## src/design/bet_pkg.sv

```systemverilog
// shared types and constants for the button edge / auto-repeat tracker
// no dependencies
`timescale 1ns / 1ps

package bet_pkg;

  // field widths
  localparam int BTN_W   = 16;
  localparam int STK_W   = 8;
  localparam int CNT_W   = 17;
  localparam int CFG_W   = 16;
  localparam int CFG_IDX_W = 1;
  localparam int CTL_W   = 2;
  localparam int NUM_W   = 3;

  // controller count and result limit
  localparam int DEF_CONTROLLERS = 4;
  localparam int MAX_OUT         = 4;

  // register reset values
  localparam logic [CFG_W-1:0] RESET_DELAY    = 16'd30;
  localparam logic [CFG_W-1:0] RESET_INTERVAL = 16'd5;

  // register indexes
  localparam logic [CFG_IDX_W-1:0] REG_HOLD_DELAY    = 1'b0;
  localparam logic [CFG_IDX_W-1:0] REG_HOLD_INTERVAL = 1'b1;

  // item kinds
  localparam logic KIND_SAMPLE = 1'b0;
  localparam logic KIND_SNAP   = 1'b1;

  // per-controller working entry
  typedef struct packed {
    logic [BTN_W-1:0]        prev;
    logic signed [CNT_W-1:0] cnt;
    logic [2*STK_W-1:0]      stick;
    logic [BTN_W-1:0]        prs;
    logic [BTN_W-1:0]        rel;
    logic [BTN_W-1:0]        rpt;
  } live_t;

  // per-controller published entry
  typedef struct packed {
    logic [BTN_W-1:0]   buttons;
    logic [BTN_W-1:0]   prs;
    logic [BTN_W-1:0]   rel;
    logic [BTN_W-1:0]   rpt;
    logic [2*STK_W-1:0] stick;
  } pub_t;

endpackage

```

## src/design/bet_ram.sv

```systemverilog
// generic single-port-write, single-port-read ram with registered read
// no dependencies
`timescale 1ns / 1ps

module bet_ram #(
  parameter int WIDTH = 8,
  parameter int DEPTH = 4,
  localparam int AW = (DEPTH > 1) ? $clog2(DEPTH) : 1
) (
  input  logic             clk,
  input  logic             we,
  input  logic [AW-1:0]    waddr,
  input  logic [WIDTH-1:0] wdata,
  input  logic             re,
  input  logic [AW-1:0]    raddr,
  output logic [WIDTH-1:0] rdata
);

  logic [WIDTH-1:0] mem [DEPTH];

  // write port
  always_ff @(posedge clk) begin
    if (we) begin
      mem[waddr] <= wdata;
    end
  end

  // registered read, holds when not enabled
  always_ff @(posedge clk) begin
    if (re) begin
      rdata <= mem[raddr];
    end
  end

endmodule

```

## src/design/button_edge_autorepeat_tracker_core.sv

```systemverilog
// button edge and auto-repeat tracker, top level
// depends on bet_pkg and bet_ram
// a sample reads its ram entry when accepted, then modifies and writes it back; an error
//   sample or an out-of-range id is handled in the idle state alone
// snapshot: for each controller in turn, a ram read (SNAP_RD), then a publish into the
//   output register (SNAP_WR), which waits while the output register is stalled
// a new item is accepted only in the idle state, after the previous item has finished
// reset: registers go to 30 / 5, valid bits clear so entries read as reset values
`timescale 1ns / 1ps

module button_edge_autorepeat_tracker_core
  import bet_pkg::*;
#(
  parameter int CONTROLLERS = DEF_CONTROLLERS
) (
  input  logic                    clk,
  input  logic                    rst,
  // configuration
  input  logic                    cfg_we,
  input  logic [CFG_IDX_W-1:0]    cfg_index,
  input  logic [CFG_W-1:0]        cfg_data,
  // input channel
  input  logic                    in_valid,
  output logic                    in_ready,
  input  logic                    kind,
  input  logic [CTL_W-1:0]        controller_id,
  input  logic [BTN_W-1:0]        new_buttons,
  input  logic signed [STK_W-1:0] stick_x_in,
  input  logic signed [STK_W-1:0] stick_y_in,
  input  logic                    sample_error,
  // output channel
  output logic                    out_valid,
  input  logic                    out_ready,
  output logic [CTL_W-1:0]        out_controller,
  output logic                    present,
  output logic [BTN_W-1:0]        buttons_now,
  output logic [BTN_W-1:0]        pressed_seen,
  output logic [BTN_W-1:0]        released_seen,
  output logic [BTN_W-1:0]        repeat_seen,
  output logic signed [STK_W-1:0] stick_x_out,
  output logic signed [STK_W-1:0] stick_y_out,
  output logic [NUM_W-1:0]        connected_count,
  output logic                    last
);

  // only ids that fit the id field can ever be sampled
  localparam int NCTL = (CONTROLLERS < MAX_OUT) ? CONTROLLERS : MAX_OUT;
  localparam int AW   = (NCTL > 1) ? $clog2(NCTL) : 1;
  localparam int LIVE_W = $bits(live_t);
  localparam int PUB_W  = $bits(pub_t);

  typedef enum logic [3:0] {
    ST_IDLE    = 4'b0001,
    ST_SAMP    = 4'b0010,
    ST_SNAP_RD = 4'b0100,
    ST_SNAP_WR = 4'b1000
  } state_t;

  state_t state;

  logic [CFG_W-1:0] hold_delay;
  logic [CFG_W-1:0] hold_interval;

  logic [NCTL-1:0] present_vec;
  logic [NCTL-1:0] live_vld;
  logic [NCTL-1:0] pub_vld;

  logic [AW-1:0]      idx;
  logic [AW-1:0]      smp_addr;
  logic [BTN_W-1:0]   smp_btn;
  logic [2*STK_W-1:0] smp_stick;
  logic [NUM_W-1:0]   conn_count;

  logic in_fire;
  logic id_ok;
  logic [AW-1:0] id_addr;
  logic out_free;
  logic [NUM_W-1:0] count_now;

  // ram ports
  logic          live_we;
  logic [AW-1:0] live_waddr;
  live_t         live_wdata;
  logic          live_re;
  logic [AW-1:0] live_raddr;
  logic [LIVE_W-1:0] live_rdata;
  logic          pub_we;
  pub_t          pub_wdata;
  logic          pub_re;
  logic [PUB_W-1:0] pub_rdata;

  // effective entries and sample update
  logic [AW-1:0]           cur_addr;
  live_t                   live_rst;
  live_t                   live_eff;
  pub_t                    pub_eff;
  live_t                   live_upd;
  logic [BTN_W-1:0]        diff;
  logic [BTN_W-1:0]        rep;
  logic signed [CNT_W-1:0] cnt_dec;
  logic                    snap_step;
  logic                    snap_last;

  assign in_ready = (state == ST_IDLE);
  assign in_fire  = in_valid && in_ready;
  assign id_ok    = (int'(controller_id) < NCTL);
  assign id_addr  = controller_id[AW-1:0];
  assign out_free = !out_valid || out_ready;

  // present count over all tracked controllers
  always_comb begin
    count_now = '0;
    for (int i = 0; i < NCTL; i++) begin
      count_now = count_now + NUM_W'(present_vec[i]);
    end
  end

  // configuration registers
  always_ff @(posedge clk) begin
    if (rst) begin
      hold_delay    <= RESET_DELAY;
      hold_interval <= RESET_INTERVAL;
    end else if (cfg_we) begin
      case (cfg_index)
        REG_HOLD_DELAY:    hold_delay    <= cfg_data;
        REG_HOLD_INTERVAL: hold_interval <= cfg_data;
        default: ;
      endcase
    end
  end

  // entry selection and reset-value substitution
  assign cur_addr  = (state == ST_SAMP) ? smp_addr : idx;
  assign snap_last = (int'(idx) == NCTL - 1);
  assign snap_step = (state == ST_SNAP_WR) && out_free;

  always_comb begin
    live_rst       = '0;
    live_rst.cnt   = $signed({1'b0, RESET_DELAY});
    live_eff       = live_vld[cur_addr] ? live_t'(live_rdata) : live_rst;
    pub_eff        = pub_vld[cur_addr] ? pub_t'(pub_rdata) : '0;
  end

  // edge detection and auto-repeat counter
  always_comb begin
    diff    = smp_btn ^ live_eff.prev;
    cnt_dec = live_eff.cnt - CNT_W'(1);
    live_upd = live_eff;
    if (diff != '0) begin
      rep          = diff & smp_btn;
      live_upd.cnt = $signed({1'b0, hold_delay});
    end else if (cnt_dec > 0) begin
      rep          = '0;
      live_upd.cnt = cnt_dec;
    end else begin
      rep          = smp_btn;
      live_upd.cnt = $signed({1'b0, hold_interval});
    end
    live_upd.prs   = live_eff.prs | (diff & smp_btn);
    live_upd.rel   = live_eff.rel | (diff & live_eff.prev);
    live_upd.rpt   = live_eff.rpt | rep;
    live_upd.prev  = smp_btn;
    live_upd.stick = smp_stick;
  end

  // ram access control
  always_comb begin
    live_re    = (in_fire && kind == KIND_SAMPLE && id_ok && !sample_error)
                 || (state == ST_SNAP_RD);
    live_raddr = (state == ST_SNAP_RD) ? idx : id_addr;
    pub_re     = (state == ST_SNAP_RD);
    live_waddr = cur_addr;
    live_we    = (state == ST_SAMP) || (snap_step && present_vec[idx]);
    pub_we     = snap_step && present_vec[idx];
    if (state == ST_SAMP) begin
      live_wdata = live_upd;
    end else begin
      live_wdata     = live_eff;
      live_wdata.prs = '0;
      live_wdata.rel = '0;
      live_wdata.rpt = '0;
    end
    pub_wdata.buttons = live_eff.prev;
    pub_wdata.prs     = live_eff.prs;
    pub_wdata.rel     = live_eff.rel;
    pub_wdata.rpt     = live_eff.rpt;
    pub_wdata.stick   = live_eff.stick;
  end

  bet_ram #(
    .WIDTH(LIVE_W),
    .DEPTH(NCTL)
  ) u_live_ram (
    .clk  (clk),
    .we   (live_we),
    .waddr(live_waddr),
    .wdata(live_wdata),
    .re   (live_re),
    .raddr(live_raddr),
    .rdata(live_rdata)
  );

  bet_ram #(
    .WIDTH(PUB_W),
    .DEPTH(NCTL)
  ) u_pub_ram (
    .clk  (clk),
    .we   (pub_we),
    .waddr(idx),
    .wdata(pub_wdata),
    .re   (pub_re),
    .raddr(idx),
    .rdata(pub_rdata)
  );

  // sequencer
  always_ff @(posedge clk) begin
    if (rst) begin
      state       <= ST_IDLE;
      present_vec <= '0;
      live_vld    <= '0;
      pub_vld     <= '0;
      idx         <= '0;
    end else begin
      case (state)
        ST_IDLE: begin
          if (in_fire) begin
            if (kind == KIND_SNAP) begin
              idx   <= '0;
              state <= ST_SNAP_RD;
            end else if (id_ok) begin
              if (sample_error) begin
                present_vec[id_addr] <= 1'b0;
              end else begin
                state <= ST_SAMP;
              end
            end
          end
        end
        ST_SAMP: begin
          present_vec[smp_addr] <= 1'b1;
          live_vld[smp_addr]    <= 1'b1;
          state                 <= ST_IDLE;
        end
        ST_SNAP_RD: begin
          state <= ST_SNAP_WR;
        end
        ST_SNAP_WR: begin
          if (out_free) begin
            if (present_vec[idx]) begin
              pub_vld[idx] <= 1'b1;
            end
            if (snap_last) begin
              state <= ST_IDLE;
            end else begin
              idx   <= idx + AW'(1);
              state <= ST_SNAP_RD;
            end
          end
        end
        default: state <= ST_IDLE;
      endcase
    end
  end

  // item capture
  always_ff @(posedge clk) begin
    if (in_fire) begin
      smp_addr   <= id_addr;
      smp_btn    <= new_buttons;
      smp_stick  <= {stick_y_in, stick_x_in};
      conn_count <= count_now;
    end
  end

  // output register
  always_ff @(posedge clk) begin
    if (rst) begin
      out_valid <= 1'b0;
    end else if (snap_step) begin
      out_valid <= 1'b1;
    end else if (out_ready) begin
      out_valid <= 1'b0;
    end
  end

  always_ff @(posedge clk) begin
    if (snap_step) begin
      out_controller  <= CTL_W'(idx);
      present         <= present_vec[idx];
      connected_count <= conn_count;
      last            <= snap_last;
      if (present_vec[idx]) begin
        buttons_now   <= live_eff.prev;
        pressed_seen  <= live_eff.prs;
        released_seen <= live_eff.rel;
        repeat_seen   <= live_eff.rpt;
        stick_x_out   <= $signed(live_eff.stick[STK_W-1:0]);
        stick_y_out   <= $signed(live_eff.stick[2*STK_W-1:STK_W]);
      end else begin
        buttons_now   <= pub_eff.buttons;
        pressed_seen  <= pub_eff.prs;
        released_seen <= pub_eff.rel;
        repeat_seen   <= pub_eff.rpt;
        stick_x_out   <= $signed(pub_eff.stick[STK_W-1:0]);
        stick_y_out   <= $signed(pub_eff.stick[2*STK_W-1:STK_W]);
      end
    end
  end

endmodule

```

## config.mk

```make
export PLATFORM = sky130hd
export DESIGN_NAME = button_edge_autorepeat_tracker_core
export DESIGN_NICKNAME = d
export VERILOG_FILES = /design/src/design/bet_pkg.sv /design/src/design/bet_ram.sv /design/src/design/button_edge_autorepeat_tracker_core.sv
export SDC_FILE = /design/constraint.sdc
export NUM_CORES = 1
export LEC_CHECK = 0
export BUFFER_PORTS_ARGS = -buffer_cell sky130_fd_sc_hd__buf_2
export CAP_MARGIN = 20
export CELL_PAD_IN_SITES_DETAIL_PLACEMENT = 1
export CELL_PAD_IN_SITES_GLOBAL_PLACEMENT = 1
export CORE_MARGIN = 1.5
export CORE_UTILIZATION = 31
export DETAILED_ROUTE_END_ITERATION = 10
export GPL_ROUTABILITY_DRIVEN = 0
export PLACE_DENSITY_LB_ADDON = 0.1
export RECOVER_POWER = 100
export SETUP_SLACK_MARGIN = 0.1
export SLEW_MARGIN = 25
export SYNTH_ARGS = -nofsm -noshare
export SYNTH_HDL_FRONTEND = slang
export SYNTH_SLANG_ARGS = --single-unit
```

## constraint.sdc

```tcl
create_clock -name clk -period 8 [get_ports clk]
set_clock_uncertainty 0.2 [all_clocks]
set_input_delay 1.6 -clock clk [delete_from_list [all_inputs] [get_ports clk]]
set_output_delay 1.6 -clock clk [all_outputs]
set_load 0.05 [all_outputs]
```

* After elaboration in Yosys (flattened, before gate mapping) *
Memory sizes are Yosys's and may differ from the RTL's. A register that Yosys moved wholly into a read port is not among the register bits.
Cells that the tools add are included.

word-level totals
  bits in registers = 175
  bits in writable memories = 708
  input bits = 58
  output and inout bits = 89
  word-level logic and storage cells = 133
  memories = 2

cells by class
  add/sub/neg operators = 5
  magnitude comparators = 8
  equality and inequality tests = 12
  muxes and demuxes = 48
  bitwise operators = 13
  reduce and logical (&&, ||, !) cells = 23

memories
  name            words  width  rd ports  clocked after memory_dff  wr ports  line           text
  u_live_ram.mem  4      97     1         1                         1         bet_ram.sv:19  logic [WIDTH-1:0] mem [DEPTH];
  u_pub_ram.mem   4      80     1         1                         1         bet_ram.sv:19

operators with widths
  operator                 count
  $mux W97                 2
  $mux W16                 6
  $mux W80                 1
  $or A16 B16 Y16          3
  $mux W17                 2
  $and A16 B16 Y16         2
  $mux W4                  7
  $gt A17 B1 Y1 const B    1
  $sub A17 B2 Y17 const B  1
  $mux W8                  2
  $reduce_bool A16 Y1      1
  $xor A16 B16 Y16         1
  $lt A2 B3 Y1 const B     4
  $mux W1                  12
  $mux W2                  6
  $or A4 B4 Y4             3
  $pmux W4 S3              1
  $logic_and A1 B1 Y1      8
  $pmux W4 S2              1
  $bmux W1 S2              3
  $demux W1 S2             3
  $ge A2 B1 Y1 const B     3
  $ne A2 B1 Y1 const B     3
  $ne A2 B2 Y1 const B     3
  other kinds (22)         30

* Logic depth before layout (Yosys ltp) *
Gate-level depths: netlist (run 1).

  depth after elaboration = 11
  gate-level depth with buffers = 17
  depth with buffers taken out = 12

* By module *
Synthesis (run 1) repeated with hierarchy kept, for this count alone.

unflattened totals
  cell total of the unflattened synthesis = 2109
  area total of the unflattened synthesis = 40791.6 um2

modules (own cells, without submodules)
  module                               times used  cells an instance  area each (um2)  seq. area each (um2)
  bet_ram at u_live_ram                1           608                16928.7          14564.0
  bet_ram at u_pub_ram                 1           502                14059.7          12011.5
  button_edge_autorepeat_tracker_core  1           999                9803.2           4744.6

* Worst setup path after synthesis (run 1) *
Ideal clock, no wire load.

  path kind = register to register
  from = register state[2]
  to = register u_live_ram.rdata[0] (read register of u_live_ram.mem), enable pin
  data arrival time = 7.668 ns
  data required time = 7.333 ns
  setup slack = -0.335 ns
  stages on the path, launching flop included = 3
  buffers on the path = 0
  period minus slack after synthesis = 8.335 ns
  cells stage by stage = dfxtp_1 nor4b_2 nand2b_1

on the way
  cells in the longest elaborated chain, start to end = 5
  elaborated cells on any way between the ends = 7
  classes of those cells = 2 x eq/ne; 1 x mux; 4 x reduce/logical

RTL lines
  element                            line                                        text
  start: declaration                 button_edge_autorepeat_tracker_core.sv:59   state_t state;
  start signal: assignment           button_edge_autorepeat_tracker_core.sv:219  state <= ST_IDLE;
  start signal: assignment           button_edge_autorepeat_tracker_core.sv:230  state <= ST_SNAP_RD;
  start signal: assignment           button_edge_autorepeat_tracker_core.sv:235  state <= ST_SAMP;
  $eq A4 B1 Y1                       button_edge_autorepeat_tracker_core.sv:104  assign in_ready = (state == ST_IDLE);
  $logic_and A1 B1 Y1                button_edge_autorepeat_tracker_core.sv:105  assign in_fire = in_valid && in_ready;
  $logic_and A1 B1 Y1 (2 in series)  button_edge_autorepeat_tracker_core.sv:168  live_re = (in_fire && kind == KIND_SAMPLE && id_ok && !sample_error)
  $logic_or A1 B1 Y1 (*)             button_edge_autorepeat_tracker_core.sv:169  || (state == ST_SNAP_RD);
  via live_re                        button_edge_autorepeat_tracker_core.sv:84   logic live_re;
  end: declaration                   bet_ram.sv:16                               output logic [WIDTH-1:0] rdata

Mark *: on every way through the listed nets, which the timed path passes. The rest lies on a longest branch.
A chain may end at the register's enable or synchronous reset.

* Worst setup path in the final report (run 1) *
  from = register idx[0]
  to = memory u_live_ram.mem[0][55] (netlist bit), enable pin

on the way
  cells in the longest elaborated chain, start to end = 6
  elaborated cells on any way between the ends = 7
  classes of those cells = 5 x mux; 2 x reduce/logical

RTL lines
  element                        line                                        text
  start: declaration             button_edge_autorepeat_tracker_core.sv:68   logic [AW-1:0] idx;
  start signal: assignment       button_edge_autorepeat_tracker_core.sv:256  idx <= idx + AW'(1);
  $bmux W1 S2                    button_edge_autorepeat_tracker_core.sv:173  live_we = (state == ST_SAMP) || (snap_step && present_vec[idx]);
  $mux W1 (implied by the code)  button_edge_autorepeat_tracker_core.sv:173
  $logic_and A1 B1 Y1            button_edge_autorepeat_tracker_core.sv:173
  $logic_or A1 B1 Y1             button_edge_autorepeat_tracker_core.sv:173
  $mux W1                        bet_ram.sv:23                               if (we) begin
  $mux W1 (implied by the code)  bet_ram.sv:24                               mem[waddr] <= wdata;
  end: declaration               bet_ram.sv:19

Several ways; a longest one is shown, not always the timed one. The select of a mux whose other input is x is not followed.

==> results of run 1 <==
==> Yosys cell counts, types with 6 or more instances <==
| master | n |
|---|---|
| xor2_1 | 6 |
| a22o_1 | 81 |
| and2_1 | 164 |
| and2_0 | 7 |
| o21a_1 | 34 |
| a31oi_1 | 109 |
| inv_1 | 48 |
| mux4_2 | 82 |
| mux2i_1 | 14 |
| nand3_1 | 24 |
| clkbuf_1 | 102 |
| nor4_1 | 7 |
| nand3b_1 | 8 |
| ha_1 | 40 |
| nand4_1 | 7 |
| nor2_1 | 49 |
| a211oi_1 | 101 |
| nand2_1 | 312 |
| a21oi_1 | 78 |
| o21ai_0 | 21 |
| mux2_2 | 17 |
| buf_2 | 36 |
| dfxtp_1 | 51 |
| nor3_1 | 9 |
| and3_1 | 6 |
| buf_1 | 12 |
| edfxtp_1 | 1009 |
==> kinds of logic after synthesis <==
group / synth area share, %
muxes: 5.32
DFF: 76.0
and+or+nand+nor: 7.41
adders and majority gates: 1.26
buffers and inverters: 2.01
xor gates and xnor gates: 0.212
AOI/OAI and AO/OA: 7.81
==> final cells by class <==
class | count | area share (%)
clock buffers | 152 | 6.67
clock inverters | 67 | 0.981
inverters | 48 | 0.382
multi-input cells | 1252 | 19.2
flip-flops and latches | 1060 | 66.0
well taps | 1755 | 4.63
repair buffers | 194 | 2.15
==> metrics by stage <==
stage / area [µm²] / setup slack, ps / total power [mW]
final: 47400 / 1500 / 11.5
after global routing: 47400 / 908 / 11.9
after CTS: 47700 / 2160 / 11.6
after detailed placement: 44100 / 2220 / 6.48
after global placement: 44000 / 2360 / 6.47
after floorplan: 41200 / 1150 / 6.35
==> worst max-delay path by stage <==
stage / from / end / slack (ps)
2_1_floorplan: out_ready / u_live_ram.mem[0][0] / 1150
3_3_place_gp: state[3] / u_live_ram.mem[0][68] / 2360
3_5_place_dp: state[3] / u_live_ram.mem[2][68] / 2220
4_1_cts: state[3] / u_live_ram.mem[0][68] / 2160
5_1_grt: idx[0] / u_live_ram.mem[0][55] / 910
6_report: idx[0] / u_live_ram.mem[0][55] / 1500
==> sequential cells by signal, summed over array words and instances (netlist names), 8 cells and up <==
| register | flops |
|---|---|
| smp_btn | 16 |
| u_pub_ram.rdata | 80 |
| repeat_seen | 16 |
| hold_interval | 16 |
| hold_delay | 16 |
| pressed_seen | 16 |
| stick_y_out | 8 |
| stick_x_out | 8 |
| buttons_now | 16 |
| released_seen | 16 |
| u_live_ram.rdata | 97 |
| smp_stick | 16 |
| u_pub_ram.mem | 320 |
| u_live_ram.mem | 388 |
==> worst reg2reg max path, delay by kind of cell, from the launching register on <==
kind                   cells  cell delay, ps
DFF                        1            1190
and+or+nand+nor            2            2050
buffers and inverters      1            1080
AOI/OAI and AO/OA          1             180
muxes                      1            1380
==> metal layers <==
layer  vias up  global-route usage (%)  part of all wire (%)
li1      10100                       -                     -
met1     11900                    22.0                    43
met2       429                    28.9                    49
met3       176                    2.87                   3.7
met4         2                    5.98                   3.4
met5         -                       0                 0.011
==> power groups by stage <==
| stage | clock (mW) | combinational (mW) | sequential [mW] |
|---|---|---|---|
| after detailed placement | 0 | 0.263 | 6.22 |
| after global routing | 5.46 | 0.281 | 6.11 |
| after floorplan | 0 | 0.157 | 6.19 |
| after global placement | 0 | 0.249 | 6.22 |
| final | 5.09 | 0.252 | 6.11 |
| after CTS | 5.27 | 0.264 | 6.10 |
==> results, run 1 <==
- The worst flop-to-flop path endpoint is u_live_ram.mem[0][55].
- The number of inserted filler cells in the final layout is between 10000 and 15000.
- The startpoint type of the worst setup path is a flop.
- In this run the static leakage power is approximately 15 nW.
- The count of inserted antenna diode cells is 0.
- The flop and latch count out of synthesis is between 1000 and 1500.
- Setup repair after global routing left no endpoint under its margin.
- The final design utilization is approximately 36%.
- The overall fraction of global-route tracks in use is between 15 and 20%.
- The run finished, with violations left.
- Entering global routing, the biggest net connects between 80 and 90 pins.
- The number of violations reported at the end of detailed-routing iteration 0 is roughly 1300.
- The most instantiated flip-flop cell in the synthesis netlist is edfxtp_1.
- The global-route wire length before repair is between 150 and 200 mm.
- After detailed routing, the number of vias per cell comes to around 5.0.
- The number of warnings reported in the yosys synthesis log is 0.
- Counting buffers and inverters, the worst setup path is 5 cells deep.
- The number of buffers and inverters on the critical path is 1.
- The internal power is 9.01 mW.
- The clock drives between 1000 and 1500 sinks.
- The total I/O pin count is 147.
- The final critical path takes up between 80 and 90% of the cycle.
- Summed over its instances, the top area cell type makes up roughly 74% of the synthesized netlist area.
- The number of placed instances with taps included is 4307.
- The critical hold path startpoint is conn_count[2].
- The critical path is of the flop to flop type.
- The area occupied by multi-input gates is 9090 µm².
- The timing-limited maximum frequency is between 0.15 and 0.2 GHz.
- The final standard cell count with taps included and fillers excluded is around 4500.
- The transition time at the pin with the least slew margin is around 4100 ps.
- The number of maximum-capacitance constraint violations is 20.
- In the layout the commonest cells are edfxtp_1 (1009), nand2_1 (312), clkbuf_1 (137), and2_0 (134), clkbuf_16 (119).
- The number of detailed-routing iterations run before antenna repair is 5.
- For this design the total switching power over the nets is about 2.4 mW.
- In this run the remaining antenna-violating nets after routing total 0.
- The root buffer selected by CTS is clkbuf_16.
- The standard cell core area is between 100000 and 150000 µm².
- The detailed-route wire length is 115 mm.
- By area the synthesized netlist is led by edfxtp_1 (74%), mux4_2 (4.5%), nand2_1 (2.8%).
- For the worst setup path, the data arrival time is about 6600 ps.
- The later pin in the worst-skew pair is clocked with a latency of 740 ps.
- The y dimension of the die is between 300 and 400 µm.
- The largest incremental delay on the critical path is approximately 1600 ps.
- The count of H-tree levels built during CTS is 3.
- The area of the die is roughly 140000 µm².
- The cell count of the worst hold path is 0.
- The cts-stage hold buffer count is 0.
- Data on the critical path is required at its endpoint by between 8000 and 9000 ps.
- The post-cts gate resize count is 0.
- The cell area that synthesis handed to floorplanning was 41200 µm².
- The dominant delay contributor by cell family on the critical path is simple AND/OR/NAND/NOR gates.
- The worst register-to-register path begins at idx[0].
- IR analysis of the VDD net gives a maximum drop of around 0.16 mV.
- The number of global-route vias before repair is 24800.
- For this run, asynchronously set or reset flops after synthesis account for 0%.
- The number of different library cells in the post-synthesis netlist is 66.
- For the worst flop-to-flop path, the logic depth is 5.
- After technology mapping, the gate count stands at 2514.
- In this run the post-CTS setup repair buffer count came out at 0.
- Final hold analysis gives a worst-case slack of roughly 230 ps.
- The initial antenna violation count is 7.
- The count of port buffers added during placement is roughly 150.
- The slowest stage of the critical path belongs to the cell nor2_1.
- The worst hold path terminates at connected_count[2].
- The max-slew violation count is approximately 700.
- Of all nets on the critical path, the largest fanout is between 40 and 50.
- The library cell used most frequently in the layout, excluding fill and tap cells, is edfxtp_1.
- STA classifies the critical path endpoint as a flop.
- The maximum clock insertion buffer count is 3.
- In this run, the combinational gates consume under 10% of the power.
- After detailed routing, the average wire length per cell comes to between 20 and 30 µm.
- Setup violations remaining at the end of the flow were counted as 0.
- The net count after synthesis is about 2600.
- TritonCTS created between 100 and 150 clock buffers.
- The power share of the sequential group is between 50% and 60%.
- The path type of the worst min-delay path is flop to flop.
- In this run the horizontal extent of the chip is roughly 370 µm.
- After global routing the overflow that remains totals 0.
- In this run, the clock network consumes 44.5% of the power.
- Compared with the post-synthesis result, the final layout area differs by 15.1%.
- The half-perimeter wire length after placement is 67.8 mm.
- Walking the worst path, the cells encountered are mux4_2 > and3_1 > o21ai_0 > nor2_1 > clkbuf_2.
- The tightest slew margin relative to the limit is -172%.
- At the end of the flow, the number of nets in the layout was between 2000 and 3000.
- The switching fraction of total power is around a fifth.
- After routing, the total negative slack on setup checks comes to 0 ps.
- In the final layout, the share of cells above drive strength 1 is about an eighth.
- For this configuration, the core starts out at a cell density of 31.3%.
- The number of vias after detailed routing is 22600.
- The final hold violation count is 0.
- The power density over the cells is around 240 nW/µm².
- After synthesis, the mean cell area works out to between 15 and 20 µm².
- The DRC violation count after routing is 0.
- edfxtp_1 takes more of the synthesized area than any other cell.
- The worst path in the final design needs a cycle of between 6000 and 7000 ps, including I/O delays and setup.
- The number of flops mapped to enable cells by yosys is between 1000 and 1500.
- The final reports fail on capacitance limit, slew limit.
- The worst register-to-register path has a setup slack of about 1500 ps.
- The share of the yosys chip area belonging to registers is 76.0%.
- The number of placement rows is ~130.
- The sequential standard cell area is roughly 31000 µm².
- After clock tree synthesis, the clock-pin slew on the worst setup and hold paths is around 60 ps.
- TritonCTS built the clock tree.
Power figures use the tool's default switching activity.
==> run 2: changes to the inputs <==
Clock period 8 ns to 5.8 ns, I/O delays scaled along.
==> results, run 2 (synthesized netlist as in run 1, its figures left out) <==
- The met2 wire length is 57.2 mm (+0.60%).
- The met3 wirelength from detailed routing is 3.13 mm (-27%).
- STA classifies the critical path endpoint as a flop.
- The y dimension of the die was 368 µm (unchanged).
- The worst setup path is launched from a flop.
- The largest incremental delay on the critical path is 1920 ps (+320 ps).
- The number of flip-flops under the largest register name is 388 (unchanged).
- The setup violation total in the final timing report is 0 (unchanged).
- The DRC violation count after routing is 0 (unchanged).
- The post-cts gate resize count is 0 (unchanged).
- The number of vias after detailed routing came to 22500 (-0.18%).
- The number of sinks handled by clock tree synthesis is 1060 (unchanged).
- The total I/O pin count is 147 (unchanged).
- The maximum fanout encountered on the critical timing path came to 69 (+68%).
- The category of the critical setup timing path is flop to flop.
- Setup repair after global routing left no endpoint under its margin.
- The cell leakage power was 15.5 nW (+0.55%).
- The largest net degree at the start of global routing is 195 (+120%).
- The top routing layer in use is met4.
- The max-slew violation count is 910 (+30%).
- The effective utilization at floorplan is 31.3% (unchanged).
- The standard cell core area came to 132000 µm² (unchanged).
- u_live_ram.mem holds more flip-flops than any other register.
- The number of placement rows is 133 (unchanged).
- The tightest slew margin relative to the limit is -146% (+26 points).
- The count of H-tree levels built during CTS came to 3 (unchanged).
- The most common cell after layout, fill and taps aside is edfxtp_1.
- The net total in the final layout is 2771 (-0.036%).
- The initial antenna violation count is 2 (-5).
- The count of port buffers added during placement is 146 (unchanged).
- The maximum clock insertion buffer count is 3 (unchanged).
- The CTS tree is yes.
- The timing-limited maximum frequency is 0.189 GHz (+23%).
- The largest registers in the layout are u_live_ram.mem (388), u_pub_ram.mem (320), u_live_ram.rdata (97).
- The highest ir drop seen on vdd was 0.252 mV (+55%).
- The signal arrival time at the worst endpoint came to 5400 ps (-1230 ps).
- The final worst slack was 495 ps (-1000 ps).
- The via-per-instance ratio was 4.98 (about the same).
- The final standard cell count with taps included and fillers excluded is 4524 (-0.088%).
- In the layout the commonest cells are edfxtp_1 (1009), nand2_1 (312), clkbuf_1 (132), clkbuf_16 (121), a31oi_1 (109).
- The number of violations reported at the end of detailed-routing iteration 0 is 1370 (+7.2%).
- The setup total negative slack is 0 ps (unchanged).
- The detailed-route wire length was 114 mm (-1.3%).
- The transition time at the pin with the least slew margin is 3690 ps (-390 ps).
- The buffer count from post-CTS setup fixing was 0 (unchanged).
- The post-route met1 wirelength was 50.0 mm (about the same).
- The number of buffers and inverters on the critical path was 3 (+2).
- The final hold violation count is 0 (unchanged).
- The tightest min-delay check is of the flop to flop type.
- The clock latency on the worst-skew pair came to 760 ps (+20 ps).
- The worst path required time is 5900 ps (-2230 ps).
- The fraction of layout cells with a size suffix above 1 is 13.0% (+0.42 points).
- The fraction of the cycle the final worst path needs is 91.5% (+10 points).
- The number of maximum-capacitance constraint violations is 17 (-15%).
- From synthesis to final layout, the design area changed by 15.3%.
- The count of nets left with antenna violations after detail routing is 0 (unchanged).
- In this design, the largest share of critical-path delay is due to buffers and inverters.
- The area of the die is 135000 µm² (unchanged).
- The cts-stage hold buffer count is 0 (unchanged).
- The number of global-route vias before repair came to 25200 (+1.4%).
- The half-perimeter wire length after placement came to 64.4 mm (-5.0%).
- The die width was 368 µm (unchanged).
- The number of buffers added by the clock tree synthesis step came to 120 (+2.6%).
- The flow ran to the end, but the final reports show violations.
- The final reports fail on capacitance limit, slew limit.
- The root buffer selected by CTS is clkbuf_16.
- The final routed wire length divided by cell count is 25.1 µm (-1.2%).
- The number of detailed-routing iterations run before antenna repair is 5 (unchanged).
- The worst setup timing slack at the placement stage is 664 ps (-1550 ps).
- The overall fraction of global-route tracks in use is 16.9% (-0.13 points).
- The time the worst path needs with I/O delays and setup is 5300 ps (-1200 ps).
- Among all stages on the critical path, the largest delay is contributed by clkbuf_2.
- Walking the worst path, the cells encountered are nor4b_4 > clkbuf_2 > buf_4 > o21bai_1 > nor2_4 > clkbuf_2.
- The number of placed instances with taps included is 4303 (-0.093%).
- The power density over the cells was 333 nW/µm² (+38%).
- The critical path's most frequent cell is clkbuf_2.
- The clock edge transition at the registers on the reported setup and hold paths was 60 ps (about the same).
- The global-route congestion overflow total came to 0 (unchanged).
- The global-route wire length before repair is 169 mm (about the same).
run 2: metal layers:
metal / global-route usage (%) / vias up
met5: 0 / -
met4: 5.71 / 0
met3: 2.41 / 165
met2: 29.3 / 335
met1: 21.6 / 12000
li1: - / 10000
run 2: metrics by stage:
stage | utilization, % | power (mW) | hold WS [ps] | instance area [µm²]
final | 36.1 | 15.8 | 222 | 47500
after floorplan | - | 8.76 | 200 | 41200
after CTS | 36.3 | 16.1 | 223 | 47700
after global placement | 33.5 | 8.93 | 204 | 44100
after detailed placement | 33.5 | 8.94 | 210 | 44100
after global routing | 36.1 | 16.4 | 244 | 47500
run 2: worst register-to-register path, cell delays in order, from the launching register on:
cell,delay [ps]
dfxtp_1,440
nor4b_4,290
clkbuf_2,570
buf_4,850
o21bai_1,350
nor2_4,150
clkbuf_2,1920
run 2: area by class of cell:
type                    instances  area, µm²
flip-flops and latches       1060      31300
fillers                     13200      84100
clock buffers                 151       3160
multi-input cells            1252       9140
repair buffers                190       1030
well taps                    1755       2200
inverters                      48        181
diodes                          1       2.50
clock inverters                67        478
run 2: report_power, final:
part,switching (mW),total (mW),internal [mW]
combinational,0.247,0.351,0.104
clock,3.10,7.07,3.98
sequential,0.0610,8.42,8.36
total,3.40,15.8,12.4
run 2: worst paths after layout:
kind	from	depth (start not counted)	slack, ps	to
max reg2reg	state[1]	6	500	u_live_ram.mem[3][58]
min reg2reg	conn_count[1]	0	220	connected_count[1]
max	state[1]	6	500	u_live_ram.mem[3][58]
min	conn_count[1]	0	220	connected_count[1]
==> run 3: changes to the inputs <==
Settings changed: GPL_TIMING_DRIVEN from default to 0.
==> results, run 3 (synthesized netlist as in run 1, its figures left out) <==
- The cell leakage power was 16.0 nW (+2.8%).
- The number of violations reported at the end of detailed-routing iteration 0 was 1676 (+22%).
- Setup repair after global routing left no endpoint under its margin.
- Traced cell by cell, the critical path runs through or4b_1 > buf_2 > mux2i_1 > mux2_4 > buf_2 > clkbuf_4 > nand2_1 > inv_1 > ha_1 > or4b_2 > a2111oi_2 > o2111ai_1 > o21ai_4 > buf_6 > nand3_1 > a21oi_1.
- The number of flip-flops under the largest register name was 388 (unchanged).
- The power share of the sequential group is 51.3% (-1.9 points).
- The checks that failed: capacitance limit, slew limit.
- The clock edge transition at the registers on the reported setup and hold paths is 60 ps (about the same).
- The highest ir drop seen on vdd was 0.267 mV (+5.9%).
- The transition time at the pin with the least slew margin is 2100 ps (-1590 ps).
- The max-slew violation count came to 91 (-90%).
- The power density over the cells is 338 nW/µm² (+1.5%).
- The critical path's most frequent cell is buf_2.
- The fraction of the cycle the final worst path needs is 95.6% (+4.2 points).
- The area of the die is 135000 µm² (unchanged).
- The final design utilization is 36.8% (+0.75 points).
- The top cell types in the final layout, fill and taps aside, are edfxtp_1 (1009), nand2_1 (312), clkbuf_1 (258), clkbuf_16 (121), a31oi_1 (108).
- The startpoint identified for the worst register-to-register timing path is state[3].
- The half-perimeter wire length after placement came to 87.6 mm (+36%).
- From synthesis to final layout, the design area changed by 17.6%.
- The initial antenna violation count is 5 (+3).
- The count of inserted antenna diode cells is 0 (-1).
- The detailed-route wire length is 127 mm (+12%).
- The final routed wire length divided by cell count is 27.1 µm (+7.9%).
- The largest registers in the layout are u_live_ram.mem (388), u_pub_ram.mem (320), u_live_ram.rdata (97).
- The worst setup timing slack at the placement stage came to -878 ps (-1540 ps).
- The met2 layer usage reported by global route came to 32.6% (+3.3 points).
- The count of nets left with antenna violations after detail routing is 0 (unchanged).
- The number of buffers added by the clock tree synthesis step is 119 (-0.83%).
- The number of placement rows is 133 (unchanged).
- The signal arrival time at the worst endpoint is 5840 ps (+440 ps).
- The path type of the worst min-delay path is flop to flop.
- The number of vias after detailed routing came to 23500 (+4.4%).
- The final hold violation count is 0 (unchanged).
- The fraction of layout cells with a size suffix above 1 is 13.4% (+0.45 points).
- The global-route wire length before repair is 184 mm (+8.8%).
- In this run the most used layer during global routing was met2.
- The largest incremental delay on the critical path is 600 ps (-1320 ps).
- The final worst slack was 252 ps (-243 ps).
- The number of maximum-capacitance constraint violations was 5 (-12).
- The y dimension of the die is 368 µm (unchanged).
- The setup violation total in the final timing report is 0 (unchanged).
- Clock tree synthesis selected as its root buffer the cell clkbuf_16.
- The number of global-route vias before repair is 25700 (+2.0%).
- The net total in the final layout is 2934 (+5.9%).
- The proportion of power drawn by combinational gates is 2.4% (+0.2 points).
- The most common cell after layout, fill and taps aside is edfxtp_1.
- The run finished, with violations left.
- The standard cell core area is 132000 µm² (unchanged).
- The internal power is 12.9 mW (+4.0%).
- The met1 global-route usage was 24.6% (+3.0 points).
- The net switching power figure is 3.48 mW (+2.3%).
- The largest net degree at the start of global routing came to 54 (-72%).
- The number of sinks handled by clock tree synthesis is 1060 (unchanged).
- The cts-stage hold buffer count came to 0 (unchanged).
- The tightest slew margin relative to the limit was -40.5% (+110 points).
- The total I/O pin count was 147 (unchanged).
- The share of power burned in the clock network is 46.3% (+1.7 points).
- The time the worst path needs with I/O delays and setup is 5550 ps (+243 ps).
- The count of port buffers added during placement is 145 (-0.68%).
- By startpoint and endpoint, the worst setup path is classified as flop to flop.
- The maximum clock insertion buffer count came to 3 (unchanged).
- The switching fraction of total power is 21.2% (-0.28 points).
- The via-per-instance ratio is 5.01 (+0.72%).
- The register with the most flip-flops in the final layout is u_live_ram.mem.
- The count of H-tree levels built during CTS is 3 (unchanged).
- The number of detailed-routing iterations run before antenna repair is 5 (unchanged).
- The timing-limited maximum frequency is 0.180 GHz (-4.4%).
- The overall fraction of global-route tracks in use came to 18.8% (+1.9 points).
- The maximum fanout encountered on the critical timing path is 10 (-86%).
- The die width is 368 µm (unchanged).
- The global-route congestion overflow total was 0 (unchanged).
- The origin of the worst setup path is state[3].
- The worst path required time is 6090 ps (+190 ps).
- The clock latency on the worst-skew pair was 760 ps (about the same).
- The startpoint type of the worst setup path is a flop.
- The critical hold path startpoint is conn_count[0].
- The slowest library cell on the worst path is or4b_2.
- The met3 capacity usage during global routing is 2.63% (+0.22 points).
- The DRC violation count after routing is 0 (unchanged).
- The CTS tree is yes.
- The effective utilization at floorplan is 31.3% (unchanged).
- The kind of end point of the critical path is a flop.
## run 3: power groups by stage
stage / Combinational, mW / Sequential [mW] / Clock (mW)
CTS: 0.421 / 8.41 / 7.80
detailed placement: 0.420 / 8.57 / 0
global placement: 0.394 / 8.58 / 0
global route: 0.440 / 8.42 / 8.07
finish: 0.401 / 8.41 / 7.60
floorplan: 0.217 / 8.54 / 0
## run 3: final timing paths
| path | endpoint | cells after the start | slack, ps |
|---|---|---|---|
| min | connected_count[0] | 0 | 220 |
| max reg2reg | u_live_ram.mem[3][3] | 16 | 250 |
| min reg2reg | connected_count[0] | 0 | 220 |
| max | u_live_ram.mem[3][3] | 16 | 250 |
## run 3: what timing repair did
item | CTS | global route
gates resized for setup | 12 | 17
endpoints found under the setup margin | 128 | 104
pin swaps | 1 | 0
setup buffers | 1 | 0
## run 3: critical path: cells and delay by family, from the launching register on
family	cells	cell delay, ps
DFF	1	360
muxes	2	550
adders and majority gates	1	170
AOI/OAI and AO/OA	4	1390
and+or+nand+nor	4	1360
buffers and inverters	5	1270
## run 3: per-layer routing
metal	vias to the layer above	wire, µm
met2	501	63500
met5	-	0
li1	10400	-
met4	0	2880
met3	155	5160
met1	12500	55600
## run 3: final cells by class
type                       count  area, µm²
buffer                       154        647
clock buffer                 142       3110
clock inverter                80        817
fill                       13300      83100
inverter                      48        183
multi-input combinational   1252       9150
sequential                  1060      31300
tap                         1755       2200
timing repair buffer         200       1080
## run 3: stage by stage
step           cell area [µm²]  hold slack (ps)  TNS [ps]  std cells  total power, mW
3_5_place_dp             45400              209    -67550       4468             8.99
2_1_floorplan            41200              200   -118040       2514             8.76
3_3_place_gp             44200              212  -4234720       4414             8.97
5_1_grt                  48500              224         0       4691             16.9
6_report                 48500              220         0       4691             16.4
4_1_cts                  49400              222         0       4691             16.6
